`config.mk`:
```
export PLATFORM = sky130hd
export DESIGN_NAME = pgp_public_key_body_parser_flat
export DESIGN_NICKNAME = d
export VERILOG_FILES = /design/src/sv/pkpb_pkg.sv /design/src/sv/pkpb_req_if.sv /design/src/sv/pkpb_rsp_if.sv /design/src/sv/pkpb_step.sv /design/src/sv/pkpb_out_stage.sv /design/src/sv/pgp_public_key_body_parser.sv /design/src/flat_wrapper.sv
export VERILOG_INCLUDE_DIRS = /design/src /design/src/sv
export SDC_FILE = /design/constraint.sdc
export NUM_CORES = 1
export LEC_CHECK = 0
export ABC_CLOCK_PERIOD_IN_PS = 5320
export BUFFER_PORTS_ARGS = -buffer_cell sky130_fd_sc_hd__buf_4
export CORE_MARGIN = 10
export CORE_UTILIZATION = 58
export CTS_CLUSTER_DIAMETER = 150
export CTS_CLUSTER_SIZE = 28
export DETAILED_ROUTE_END_ITERATION = 10
export PLACE_DENSITY = 0.79
export SETUP_SLACK_MARGIN = 0.5
export SKIP_CTS_REPAIR_TIMING = 1
export SLEW_MARGIN = 20
export SYNTH_ARGS = -nofsm -noshare
export SYNTH_HDL_FRONTEND = slang
export SYNTH_SLANG_ARGS = --single-unit
```
`constraint.sdc`:
```
create_clock -name clock -period 5.32 [get_ports clock]
set_clock_uncertainty 0.1 [all_clocks]
set_input_delay 0.798 -clock clock [delete_from_list [all_inputs] [get_ports clock]]
set_output_delay 0.798 -clock clock [all_outputs]
set_load 0.1 [all_outputs]
```
`src/sv/pgp_public_key_body_parser_defines.svh`:
```
// assertion macros for the key body parser
`ifndef PGP_PUBLIC_KEY_BODY_PARSER_DEFINES_SVH
`define PGP_PUBLIC_KEY_BODY_PARSER_DEFINES_SVH

`ifndef ASSERT_OFF
`define PKPB_ASSERT(label, prop, msg) \
   label: assert property (@(posedge clock) disable iff (reset) prop) \
      else $error(msg);
`define PKPB_ASSERT_ALWAYS(label, prop, msg) \
   label: assert property (@(posedge clock) prop) else $error(msg);
`else
`define PKPB_ASSERT(label, prop, msg)
`define PKPB_ASSERT_ALWAYS(label, prop, msg)
`endif

`endif

```
`src/sv/pkpb_pkg.sv`:
```
package pkpb_pkg;

   typedef enum logic [2:0] {
      PH_VERSION = 3'd0,
      PH_TIME    = 3'd1,
      PH_ALGO    = 3'd2,
      PH_LENGTH  = 3'd3,
      PH_DATA    = 3'd4,
      PH_TRAIL   = 3'd5
   } phase_type;

   localparam logic [2:0] KIND_VERSION = 3'd0;
   localparam logic [2:0] KIND_TIME    = 3'd1;
   localparam logic [2:0] KIND_ALGO    = 3'd2;
   localparam logic [2:0] KIND_LENGTH  = 3'd3;
   localparam logic [2:0] KIND_DATA    = 3'd4;
   localparam logic [2:0] KIND_TRAIL   = 3'd5;

   localparam logic [1:0] STATUS_OK          = 2'd0;
   localparam logic [1:0] STATUS_BAD_VERSION = 2'd1;
   localparam logic [1:0] STATUS_BAD_ALGO    = 2'd2;
   localparam logic [1:0] STATUS_TRUNCATED   = 2'd3;

   localparam logic [1:0] CLASS_UNKNOWN = 2'd0;
   localparam logic [1:0] CLASS_RSA     = 2'd1;
   localparam logic [1:0] CLASS_ELGAMAL = 2'd2;
   localparam logic [1:0] CLASS_DSA     = 2'd3;

   localparam logic [7:0] VERSION_CODE      = 8'd4;
   localparam logic [7:0] ALG_RSA_ENC_SIGN  = 8'd1;
   localparam logic [7:0] ALG_RSA_ENC       = 8'd2;
   localparam logic [7:0] ALG_RSA_SIGN      = 8'd3;
   localparam logic [7:0] ALG_ELGAMAL       = 8'd16;
   localparam logic [7:0] ALG_DSA           = 8'd17;

   localparam logic [2:0] MPI_COUNT_NONE    = 3'd0;
   localparam logic [2:0] MPI_COUNT_RSA     = 3'd2;
   localparam logic [2:0] MPI_COUNT_ELGAMAL = 3'd3;
   localparam logic [2:0] MPI_COUNT_DSA     = 3'd4;

   localparam int OffsetWidth = 13;
   localparam int LeftWidth   = 14;
   localparam logic [OffsetWidth-1:0] TIME_LAST_OFFSET = OffsetWidth'(3);

   typedef struct packed {
      phase_type              phase;
      logic [OffsetWidth-1:0] field_offset;
      logic [1:0]             current_mpi;
      logic [2:0]             mpi_total;
      logic [LeftWidth-1:0]   data_bytes_left;
      logic [7:0]             length_high_byte;
      logic [31:0]            time_acc;
      logic [1:0]             sticky_status;
   } state_type;

   localparam state_type STATE_RESET = '{
      phase:            PH_VERSION,
      field_offset:     '0,
      current_mpi:      '0,
      mpi_total:        MPI_COUNT_NONE,
      data_bytes_left:  '0,
      length_high_byte: '0,
      time_acc:         '0,
      sticky_status:    STATUS_OK
   };

   typedef struct packed {
      logic [2:0]             field_kind;
      logic [1:0]             mpi_number;
      logic [OffsetWidth-1:0] offset_in_field;
      logic [7:0]             byte_value;
      logic                   field_done;
      logic [1:0]             algorithm_class;
      logic [31:0]            created_time;
      logic [1:0]             status;
   } result_type;

endpackage

```
`src/sv/pkpb_req_if.sv`:
```
interface pkpb_req_if;
   logic       valid;
   logic       ready;
   logic [7:0] body_byte;
   logic       body_end;

   modport source (output valid, output body_byte, output body_end, input ready);
   modport sink (input valid, input body_byte, input body_end, output ready);
endinterface

```
`src/sv/pkpb_rsp_if.sv`:
```
interface pkpb_rsp_if;
   logic        valid;
   logic        ready;
   logic [2:0]  field_kind;
   logic [1:0]  mpi_number;
   logic [12:0] offset_in_field;
   logic [7:0]  byte_value;
   logic        field_done;
   logic [1:0]  algorithm_class;
   logic [31:0] created_time;
   logic [1:0]  status;

   modport source (output valid, output field_kind, output mpi_number,
                   output offset_in_field, output byte_value, output field_done,
                   output algorithm_class, output created_time, output status,
                   input ready);
   modport sink (input valid, input field_kind, input mpi_number,
                 input offset_in_field, input byte_value, input field_done,
                 input algorithm_class, input created_time, input status,
                 output ready);
endinterface

```
`src/sv/pkpb_step.sv`:
```
module pkpb_step
   import pkpb_pkg::*;
(
   input  state_type  cur_state,
   input  logic [7:0] body_byte,
   input  logic       body_end,
   output state_type  state_in,
   output result_type result
);

   state_type            nxt;
   logic [2:0]           kind;
   logic [1:0]           mpi;
   logic [OffsetWidth-1:0] off;
   logic                 done;
   logic [1:0]           cls;
   logic [16:0]          bits_round;
   logic [LeftWidth-1:0] left_dec;
   logic [2:0]           mpi_plus;

   always_comb begin
      nxt        = cur_state;
      kind       = KIND_TRAIL;
      mpi        = '0;
      off        = '0;
      done       = 1'b0;
      cls        = CLASS_UNKNOWN;
      bits_round = {1'b0, cur_state.length_high_byte, body_byte} + 17'd7;
      left_dec   = (cur_state.data_bytes_left == '0) ? '0
                                                     : cur_state.data_bytes_left - LeftWidth'(1);
      mpi_plus   = {1'b0, cur_state.current_mpi} + 3'd1;

      unique case (cur_state.phase)
         PH_VERSION: begin
            kind = KIND_VERSION;
            done = 1'b1;
            if (body_byte != VERSION_CODE && nxt.sticky_status == STATUS_OK) begin
               nxt.sticky_status = STATUS_BAD_VERSION;
            end
            nxt.phase        = PH_TIME;
            nxt.field_offset = '0;
         end
         PH_TIME: begin
            kind         = KIND_TIME;
            off          = cur_state.field_offset;
            nxt.time_acc = {cur_state.time_acc[23:0], body_byte};
            if (cur_state.field_offset >= TIME_LAST_OFFSET) begin
               done             = 1'b1;
               nxt.field_offset = '0;
               nxt.phase        = PH_ALGO;
            end else begin
               nxt.field_offset = cur_state.field_offset + OffsetWidth'(1);
            end
         end
         PH_ALGO: begin
            kind             = KIND_ALGO;
            done             = 1'b1;
            nxt.field_offset = '0;
            nxt.current_mpi  = '0;
            unique case (body_byte) inside
               ALG_RSA_ENC_SIGN, ALG_RSA_ENC, ALG_RSA_SIGN: nxt.mpi_total = MPI_COUNT_RSA;
               ALG_ELGAMAL: nxt.mpi_total = MPI_COUNT_ELGAMAL;
               ALG_DSA:     nxt.mpi_total = MPI_COUNT_DSA;
               default:     nxt.mpi_total = MPI_COUNT_NONE;
            endcase
            if (nxt.mpi_total == MPI_COUNT_NONE) begin
               if (nxt.sticky_status == STATUS_OK) begin
                  nxt.sticky_status = STATUS_BAD_ALGO;
               end
               nxt.phase = PH_TRAIL;
            end else begin
               nxt.phase = PH_LENGTH;
            end
         end
         PH_LENGTH: begin
            kind = KIND_LENGTH;
            mpi  = cur_state.current_mpi;
            off  = cur_state.field_offset;
            if (cur_state.field_offset == '0) begin
               nxt.length_high_byte = body_byte;
               nxt.field_offset     = OffsetWidth'(1);
            end else begin
               // data length is the bit count rounded up to whole bytes
               done                 = 1'b1;
               nxt.data_bytes_left  = bits_round[16:3];
               nxt.field_offset     = '0;
               if (bits_round[16:3] != '0) begin
                  nxt.phase = PH_DATA;
               end else if (mpi_plus < cur_state.mpi_total) begin
                  nxt.current_mpi = mpi_plus[1:0];
                  nxt.phase       = PH_LENGTH;
               end else begin
                  nxt.phase = PH_TRAIL;
               end
            end
         end
         PH_DATA: begin
            kind                = KIND_DATA;
            mpi                 = cur_state.current_mpi;
            off                 = cur_state.field_offset;
            nxt.data_bytes_left = left_dec;
            if (left_dec == '0) begin
               done             = 1'b1;
               nxt.field_offset = '0;
               if (mpi_plus < cur_state.mpi_total) begin
                  nxt.current_mpi = mpi_plus[1:0];
                  nxt.phase       = PH_LENGTH;
               end else begin
                  nxt.phase = PH_TRAIL;
               end
            end else begin
               nxt.field_offset = cur_state.field_offset + OffsetWidth'(1);
            end
         end
         default: begin
            // trailing bytes, offset saturates at all ones
            kind = KIND_TRAIL;
            off  = cur_state.field_offset;
            if (cur_state.field_offset != '1) begin
               nxt.field_offset = cur_state.field_offset + OffsetWidth'(1);
            end
         end
      endcase

      if (body_end && nxt.phase != PH_TRAIL && nxt.sticky_status == STATUS_OK) begin
         nxt.sticky_status = STATUS_TRUNCATED;
      end

      unique case (nxt.mpi_total)
         MPI_COUNT_RSA:     cls = CLASS_RSA;
         MPI_COUNT_ELGAMAL: cls = CLASS_ELGAMAL;
         MPI_COUNT_DSA:     cls = CLASS_DSA;
         default:           cls = CLASS_UNKNOWN;
      endcase

      result.field_kind      = kind;
      result.mpi_number      = mpi;
      result.offset_in_field = off;
      result.byte_value      = body_byte;
      result.field_done      = done;
      result.algorithm_class = cls;
      result.created_time    = nxt.time_acc;
      result.status          = nxt.sticky_status;

      state_in = body_end ? STATE_RESET : nxt;
   end

endmodule

```
`src/sv/pkpb_out_stage.sv`:
```
module pkpb_out_stage
   import pkpb_pkg::*;
(
   input  logic       clock,
   input  logic       reset,
   input  logic       in_valid,
   input  result_type in_data,
   output logic       in_ready,
   output logic       out_valid,
   output result_type out_data,
   input  logic       out_ready
);

   logic       valid_ff;
   logic       valid_in;
   result_type data_ff;

   // a new transfer may enter while the held one leaves in the same cycle
   assign in_ready  = !valid_ff || out_ready;
   assign valid_in  = in_ready ? in_valid : valid_ff;
   assign out_valid = valid_ff;
   assign out_data  = data_ff;

   always_ff @(posedge clock) begin
      if (reset) begin
         valid_ff <= 1'b0;
      end else begin
         valid_ff <= valid_in;
      end
   end

   always_ff @(posedge clock) begin
      if (in_ready && in_valid) begin
         data_ff <= in_data;
      end
   end

endmodule

```
`src/sv/pgp_public_key_body_parser.sv`:
```
// Key body parser: tags each byte of a version-4 public key packet body.
// req_chan carries body_byte and body_end, one body byte per transfer;
// body_end marks the last byte of a body and the next byte starts a new one.
// rsp_chan returns exactly one result per accepted byte: its field kind,
// integer number, offset in the field, the byte itself, a field-done flag,
// the algorithm class, the creation time gathered so far and the sticky
// status of the body.
// A byte accepted at a clock edge has its result valid after that edge.
// Throughput is one byte per cycle while rsp_chan takes results; the parse state
// update and result build sit in one stage in front of the result register.
// When rsp_chan stalls, the result register holds its transfer and req_chan
// still accepts in the cycle the held result is taken; otherwise req ready
// drops until the result leaves.
// Synchronous reset empties the result register and returns the parser to
// the version byte with cleared time, integer counters and status.
`include "pgp_public_key_body_parser_defines.svh"

module pgp_public_key_body_parser
   import pkpb_pkg::*;
(
   input  logic      clock,
   input  logic      reset,
   pkpb_req_if.sink   req_chan,
   pkpb_rsp_if.source rsp_chan
);

   state_type  state_ff;
   state_type  state_in;
   result_type step_result;
   result_type rsp_data;
   logic       req_ready;
   logic       req_fire;
   logic       rsp_valid;

   assign req_chan.ready = req_ready;
   assign req_fire       = req_chan.valid && req_ready;

   pkpb_step u_step (
      .cur_state (state_ff),
      .body_byte (req_chan.body_byte),
      .body_end  (req_chan.body_end),
      .state_in  (state_in),
      .result    (step_result)
   );

   always_ff @(posedge clock) begin
      if (reset) begin
         state_ff <= STATE_RESET;
      end else if (req_fire) begin
         state_ff <= state_in;
      end
   end

   pkpb_out_stage u_out (
      .clock     (clock),
      .reset     (reset),
      .in_valid  (req_chan.valid),
      .in_data   (step_result),
      .in_ready  (req_ready),
      .out_valid (rsp_valid),
      .out_data  (rsp_data),
      .out_ready (rsp_chan.ready)
   );

   assign rsp_chan.valid           = rsp_valid;
   assign rsp_chan.field_kind      = rsp_data.field_kind;
   assign rsp_chan.mpi_number      = rsp_data.mpi_number;
   assign rsp_chan.offset_in_field = rsp_data.offset_in_field;
   assign rsp_chan.byte_value      = rsp_data.byte_value;
   assign rsp_chan.field_done      = rsp_data.field_done;
   assign rsp_chan.algorithm_class = rsp_data.algorithm_class;
   assign rsp_chan.created_time    = rsp_data.created_time;
   assign rsp_chan.status          = rsp_data.status;

   `PKPB_ASSERT_ALWAYS(a_reset_to_version, reset |=> state_ff.phase == PH_VERSION, "reset did not return to version")
   `PKPB_ASSERT(a_end_restarts, req_fire && req_chan.body_end |=> state_ff == STATE_RESET, "body end did not restart parser")
   `PKPB_ASSERT(a_fire_gives_result, req_fire |=> rsp_valid, "accepted byte produced no result")
   `PKPB_ASSERT(a_status_sticky, state_ff.sticky_status != STATUS_OK && !(req_fire && req_chan.body_end) |=> state_ff.sticky_status == $past(state_ff.sticky_status), "sticky status changed inside a body")
   `PKPB_ASSERT(a_data_left_nonzero, state_ff.phase == PH_DATA |-> state_ff.data_bytes_left != '0, "data phase with no bytes left")
   `PKPB_ASSERT(a_trail_not_done, rsp_valid && rsp_data.field_kind == KIND_TRAIL |-> !rsp_data.field_done, "trailing byte flagged as field done")

endmodule

```
`src/flat_wrapper.sv`:
```
// flat-port wrapper written by rule: the top's interface ports become plain ports
module pgp_public_key_body_parser_flat import pkpb_pkg::*;
  (clock, reset, req_chan_valid, req_chan_body_byte, req_chan_body_end, req_chan_ready, rsp_chan_valid, rsp_chan_field_kind, rsp_chan_mpi_number, rsp_chan_offset_in_field, rsp_chan_byte_value, rsp_chan_field_done, rsp_chan_algorithm_class, rsp_chan_created_time, rsp_chan_status, rsp_chan_ready);
  pkpb_req_if req_chan_i ();
  pkpb_rsp_if rsp_chan_i ();
  input  logic clock;
  input  logic reset;
  input wire logic [$bits(req_chan_i.valid)-1:0] req_chan_valid;
  input wire logic [$bits(req_chan_i.body_byte)-1:0] req_chan_body_byte;
  input wire logic [$bits(req_chan_i.body_end)-1:0] req_chan_body_end;
  output wire logic [$bits(req_chan_i.ready)-1:0] req_chan_ready;
  output wire logic [$bits(rsp_chan_i.valid)-1:0] rsp_chan_valid;
  output wire logic [$bits(rsp_chan_i.field_kind)-1:0] rsp_chan_field_kind;
  output wire logic [$bits(rsp_chan_i.mpi_number)-1:0] rsp_chan_mpi_number;
  output wire logic [$bits(rsp_chan_i.offset_in_field)-1:0] rsp_chan_offset_in_field;
  output wire logic [$bits(rsp_chan_i.byte_value)-1:0] rsp_chan_byte_value;
  output wire logic [$bits(rsp_chan_i.field_done)-1:0] rsp_chan_field_done;
  output wire logic [$bits(rsp_chan_i.algorithm_class)-1:0] rsp_chan_algorithm_class;
  output wire logic [$bits(rsp_chan_i.created_time)-1:0] rsp_chan_created_time;
  output wire logic [$bits(rsp_chan_i.status)-1:0] rsp_chan_status;
  input wire logic [$bits(rsp_chan_i.ready)-1:0] rsp_chan_ready;
  assign req_chan_i.valid = req_chan_valid;
  assign req_chan_i.body_byte = req_chan_body_byte;
  assign req_chan_i.body_end = req_chan_body_end;
  assign req_chan_ready = req_chan_i.ready;
  assign rsp_chan_valid = rsp_chan_i.valid;
  assign rsp_chan_field_kind = rsp_chan_i.field_kind;
  assign rsp_chan_mpi_number = rsp_chan_i.mpi_number;
  assign rsp_chan_offset_in_field = rsp_chan_i.offset_in_field;
  assign rsp_chan_byte_value = rsp_chan_i.byte_value;
  assign rsp_chan_field_done = rsp_chan_i.field_done;
  assign rsp_chan_algorithm_class = rsp_chan_i.algorithm_class;
  assign rsp_chan_created_time = rsp_chan_i.created_time;
  assign rsp_chan_status = rsp_chan_i.status;
  assign rsp_chan_i.ready = rsp_chan_ready;
  pgp_public_key_body_parser u_core (.clock(clock), .reset(reset), .req_chan(req_chan_i), .rsp_chan(rsp_chan_i));
endmodule
```
==> results by group <==
Synthesis
  • Compound-cell area share of the yosys netlist: between 15 and 20%
  • Synth top area share: between 20% and 30%
  • Cell area after synthesis: a little under 7000 sq um
  • Top_reg_cell synth: dfxtp_1
  • Cells after synthesis: 674
  • Post-synthesis net count: roughly 700
  • Top cells by count, synth: nor2_1 (92), dfxtp_1 (78), edfxtp_1 (63)
  • Synth area leaders: edfxtp_1 (28%), dfxtp_1 (23%), mux2_2 (5.7%)
  • Post-Synth XOR/XNOR Area: approximately 3.0%
  • Multiplexer share of the synthesized area: 6.107%
  • Number of synthesized flops with an enable pin: 63
  • Simple-gate portion of the synthesized area: 18.10%
  • Synth warn: 0
  • Largest family of logic cells by synthesized area: simple AND/OR/NAND/NOR gates
  • Post-synthesis adder-cell area fraction: between 1 and 1.5%
  • Cell variety after synth: roughly 70
  • Yosys top cell by area: edfxtp_1
  • Ys async rst share: 0%
  • Syn Area/Cell: between 10 and 15 sq um
  • Top-count cell post-synth: nor2_1
  • Seq/Total Area, Yosys: between 50% and 60%
  • Synthesis-stage register bit count: approximately 140

Worst setup path
  • Critical path's slowest cell: nor3b_1
  • Data required, critical path: 5.40 ns
  • R2R setup slack: slightly below 2 ns
  • Crit-path max FO: 8
  • CP peak stage delay: around 0.46 ns
  • Crit path capture: u_core.u_out.out_data[0]$_DFFE_PP_
  • Reg-to-Reg End: u_core.u_out.out_data[0]$_DFFE_PP_
  • Worst Path Arrival: roughly 3.4 ns
  • Critical Path Start Type: flip-flop
  • Path type of the worst setup path: reg -> reg
  • FF-to-FF path depth: 10
  • Critical Path Source: u_core.state_ff[42]$_SDFFE_PP0P_
  • Worst path cell trace: inv_1, ha_1, nor3b_1, and4_1, and2_1, a31oi_1, nand4b_1, mux2_2, nand4_1, a311o_1
  • Reg-to-reg startpoint: u_core.state_ff[42]$_SDFFE_PP0P_
  • CP endpoint kind: flip-flop

Clock network
  • Clk sinks: between 100 and 150
  • Worst-case clock buffer depth: 2
  • Clk_lat worst skew: 0.42 ns
  • Clk pin slew, worst setup/hold paths: roughly 0.06 ns
  • Root Driver: clkbuf_16
  • Htree depth: 4
  • CTS tree: done
  • CTS Buf Count: 17

Place
  • Dpl cells: about 860
  • DP HPWL: 11.19 mm
  • Number of I/O port buffers: 77
  • Place WS: approximately 1.9 ns
  • Gpl congestion: slightly below 0.9
  • Dpl cell area: 7378 sq um

Layout
  • Cell area after layout: around 8000 sq um
  • Layout fillers: just under 900
  • Area growth, synth to finish: 18.13%
  • Layout cell share with drive strength beyond 1: between 20 and 25%
  • Count of non-filler cells in the finished layout: roughly 900
  • Final net count: 751
  • ANT cells: 0

Hold path
  • Hold Path Class: reg -> reg

Die
  • Core ar.: between 10000 and 15000 sq um
  • Starting Density: 59.22%
  • Die Height: between 100 and 150 um
  • Die area: between 15000 and 20000 sq um
  • Number of I/O pins: just under 80
  • Die Wd: 128.0 um
  • Row Count: 39

Outcome
  • Status: finished clean

Timing
  • Fmax: around 300 MHz
  • Sum Neg Setup Slack: 0 ns
  • Setup ws final: between 1.5 and 2 ns
  • Slew headroom: 38.54%
  • RSZ-0062 raised after global routing: no
  • Final-report setup violation count: 0
  • Min Tclk post-route: about 3.3 ns
  • Endpoints failing hold: 0
  • Final Cycle Share: between 60% and 70%
  • Pins Over Slew Limit: 0
  • Least-Margin Pin Slew: ~0.92 ns

Pwr
  • PD cells: about 350 nW/um^2
  • Internal Pwr Total: 1.990 mW
  • LEAKAGE: slightly above 3 nW
  • Reg power frac: 42.5%
  • Switching Share: ~28%
  • Clock Power Share: between 40% and 50%
  • Logic pwr share: about 14%
  • Switch Pwr: around 0.77 mW
  • Worst IR Drop VDD: around 0.32 mV

Route
  • Final wirelength: ~17 mm
  • Total number of vias: between 5000 and 6000
  • Number of vias per cell: ~6.2
  • WL/cell: 19.05 um
  • Remaining antenna violation count: 0
  • Pre-antenna DRT Iters: 5
  • Initial drt markers: roughly 600
  • Residual DRC: 0

Global route
  • GRT Total Usage: about a fifth
  • GRT Residual Overflow: 0
  • First-pass GRT wire length: around 27 mm
  • Largest net degree at the start of global routing: 75
  • Antenna violations before repair: 0
  • Vias in the first global route: roughly 5300

Job
  • # Max-Cap Violations: 0
## placed cells by master, fill, tap and decap left out, types with 7 or more instances in the layout
cell type,n
a21o_1,7
nor4_1,8
nor3_1,20
a21oi_1,25
edfxtp_1,63
and3_1,8
clkbuf_16,17
xnor2_1,10
nand4_1,10
nor2b_1,14
nand2b_1,7
ha_1,7
nand2_1,48
o21ai_0,21
dfxtp_1,78
xor2_1,13
nand3_1,9
a22oi_1,47
nor2_1,91
mux2_2,34
buf_4,83
inv_1,14
## flip-flops by register name (all words and copies together), names as in the netlist
name / flops
u_core.state_ff: 77
u_core.u_out.out_valid: 1
u_core.u_out.out_data: 63
## through the flow
| step | util [%] | hold slack, ns | power [mW] |
|---|---|---|---|
| CTS | 69.95 | 0.3959 | 2.778 |
| global route | 69.95 | 0.4207 | 2.842 |
| detailed placement | 64.62 | 0.3898 | 1.570 |
| floorplan | - | 0.3627 | 1.487 |
| finish | 69.95 | 0.3975 | 2.761 |
| global placement | 64.62 | 0.3845 | 1.568 |
## worst min path at each step
stage,to,slack [ns],cells after the start,start
6_report,u_core.state_ff[51]$_SDFFE_PP0P_,0.40,2,u_core.state_ff[51]$_SDFFE_PP0P_
5_1_grt,u_core.state_ff[51]$_SDFFE_PP0P_,0.42,2,u_core.state_ff[51]$_SDFFE_PP0P_
4_1_cts,u_core.state_ff[51]$_SDFFE_PP0P_,0.40,2,u_core.state_ff[51]$_SDFFE_PP0P_
3_5_place_dp,u_core.state_ff[51]$_SDFFE_PP0P_,0.39,2,u_core.state_ff[51]$_SDFFE_PP0P_
3_3_place_gp,u_core.state_ff[26]$_SDFFE_PP0P_,0.38,2,u_core.state_ff[26]$_SDFFE_PP0P_
2_1_floorplan,u_core.state_ff[51]$_SDFFE_PP0P_,0.36,2,u_core.state_ff[51]$_SDFFE_PP0P_
## cell type report
cell class	count	area, sq um	area share (%)
Inverter	15	56.30	0.7049
Tap cell	143	178.9	2.240
Timing Repair Buffer	83	623.1	7.801
Clock inverter	12	162.7	2.036
Sequential cell	141	3453	43.23
Clock buffer	20	446.7	5.592
Multi-Input combinational cell	473	3067	38.39
## power by group through the flow
stage                     combinational [mW]  clock, mW  sequential, mW
after floorplan                        0.110          0            1.38
after global placement                 0.372          0            1.20
after detailed placement               0.373          0            1.20
after CTS                              0.374       1.23            1.17
after global routing                   0.391       1.27            1.18
final                                  0.374       1.21            1.17
## critical path, delay by kind of cell (launching register included)
kind / cells / cell delay [ns]
adder cells (fa/ha/maj): 1 / 0.14
AND/OR/NAND/NOR: 5 / 1.63
AO/OA/AOI/OAI: 2 / 0.45
flip-flops: 1 / 0.36
multiplexers: 1 / 0.32
buffers and inverters: 1 / 0.10
## routing by layer
layer,routed length [um],track usage (%),part of all wire [%]
met1,7047,24.84,42
met2,8355,34.06,49
met3,1172,6.700,6.9
met4,317,7.152,1.9
met5,0,0,0
## logic make-up (layout without fill, tap and decap cells)
family          after synthesis  count (layout)
compound gates              160             160
xor+xnor                     23              23
fa+ha+maj                     7               7
buf+inv                      60             130
flops                       141             141
mux                          37              37
simple gates                246             246
Note: power is estimated with default switching activity, not from simulation.
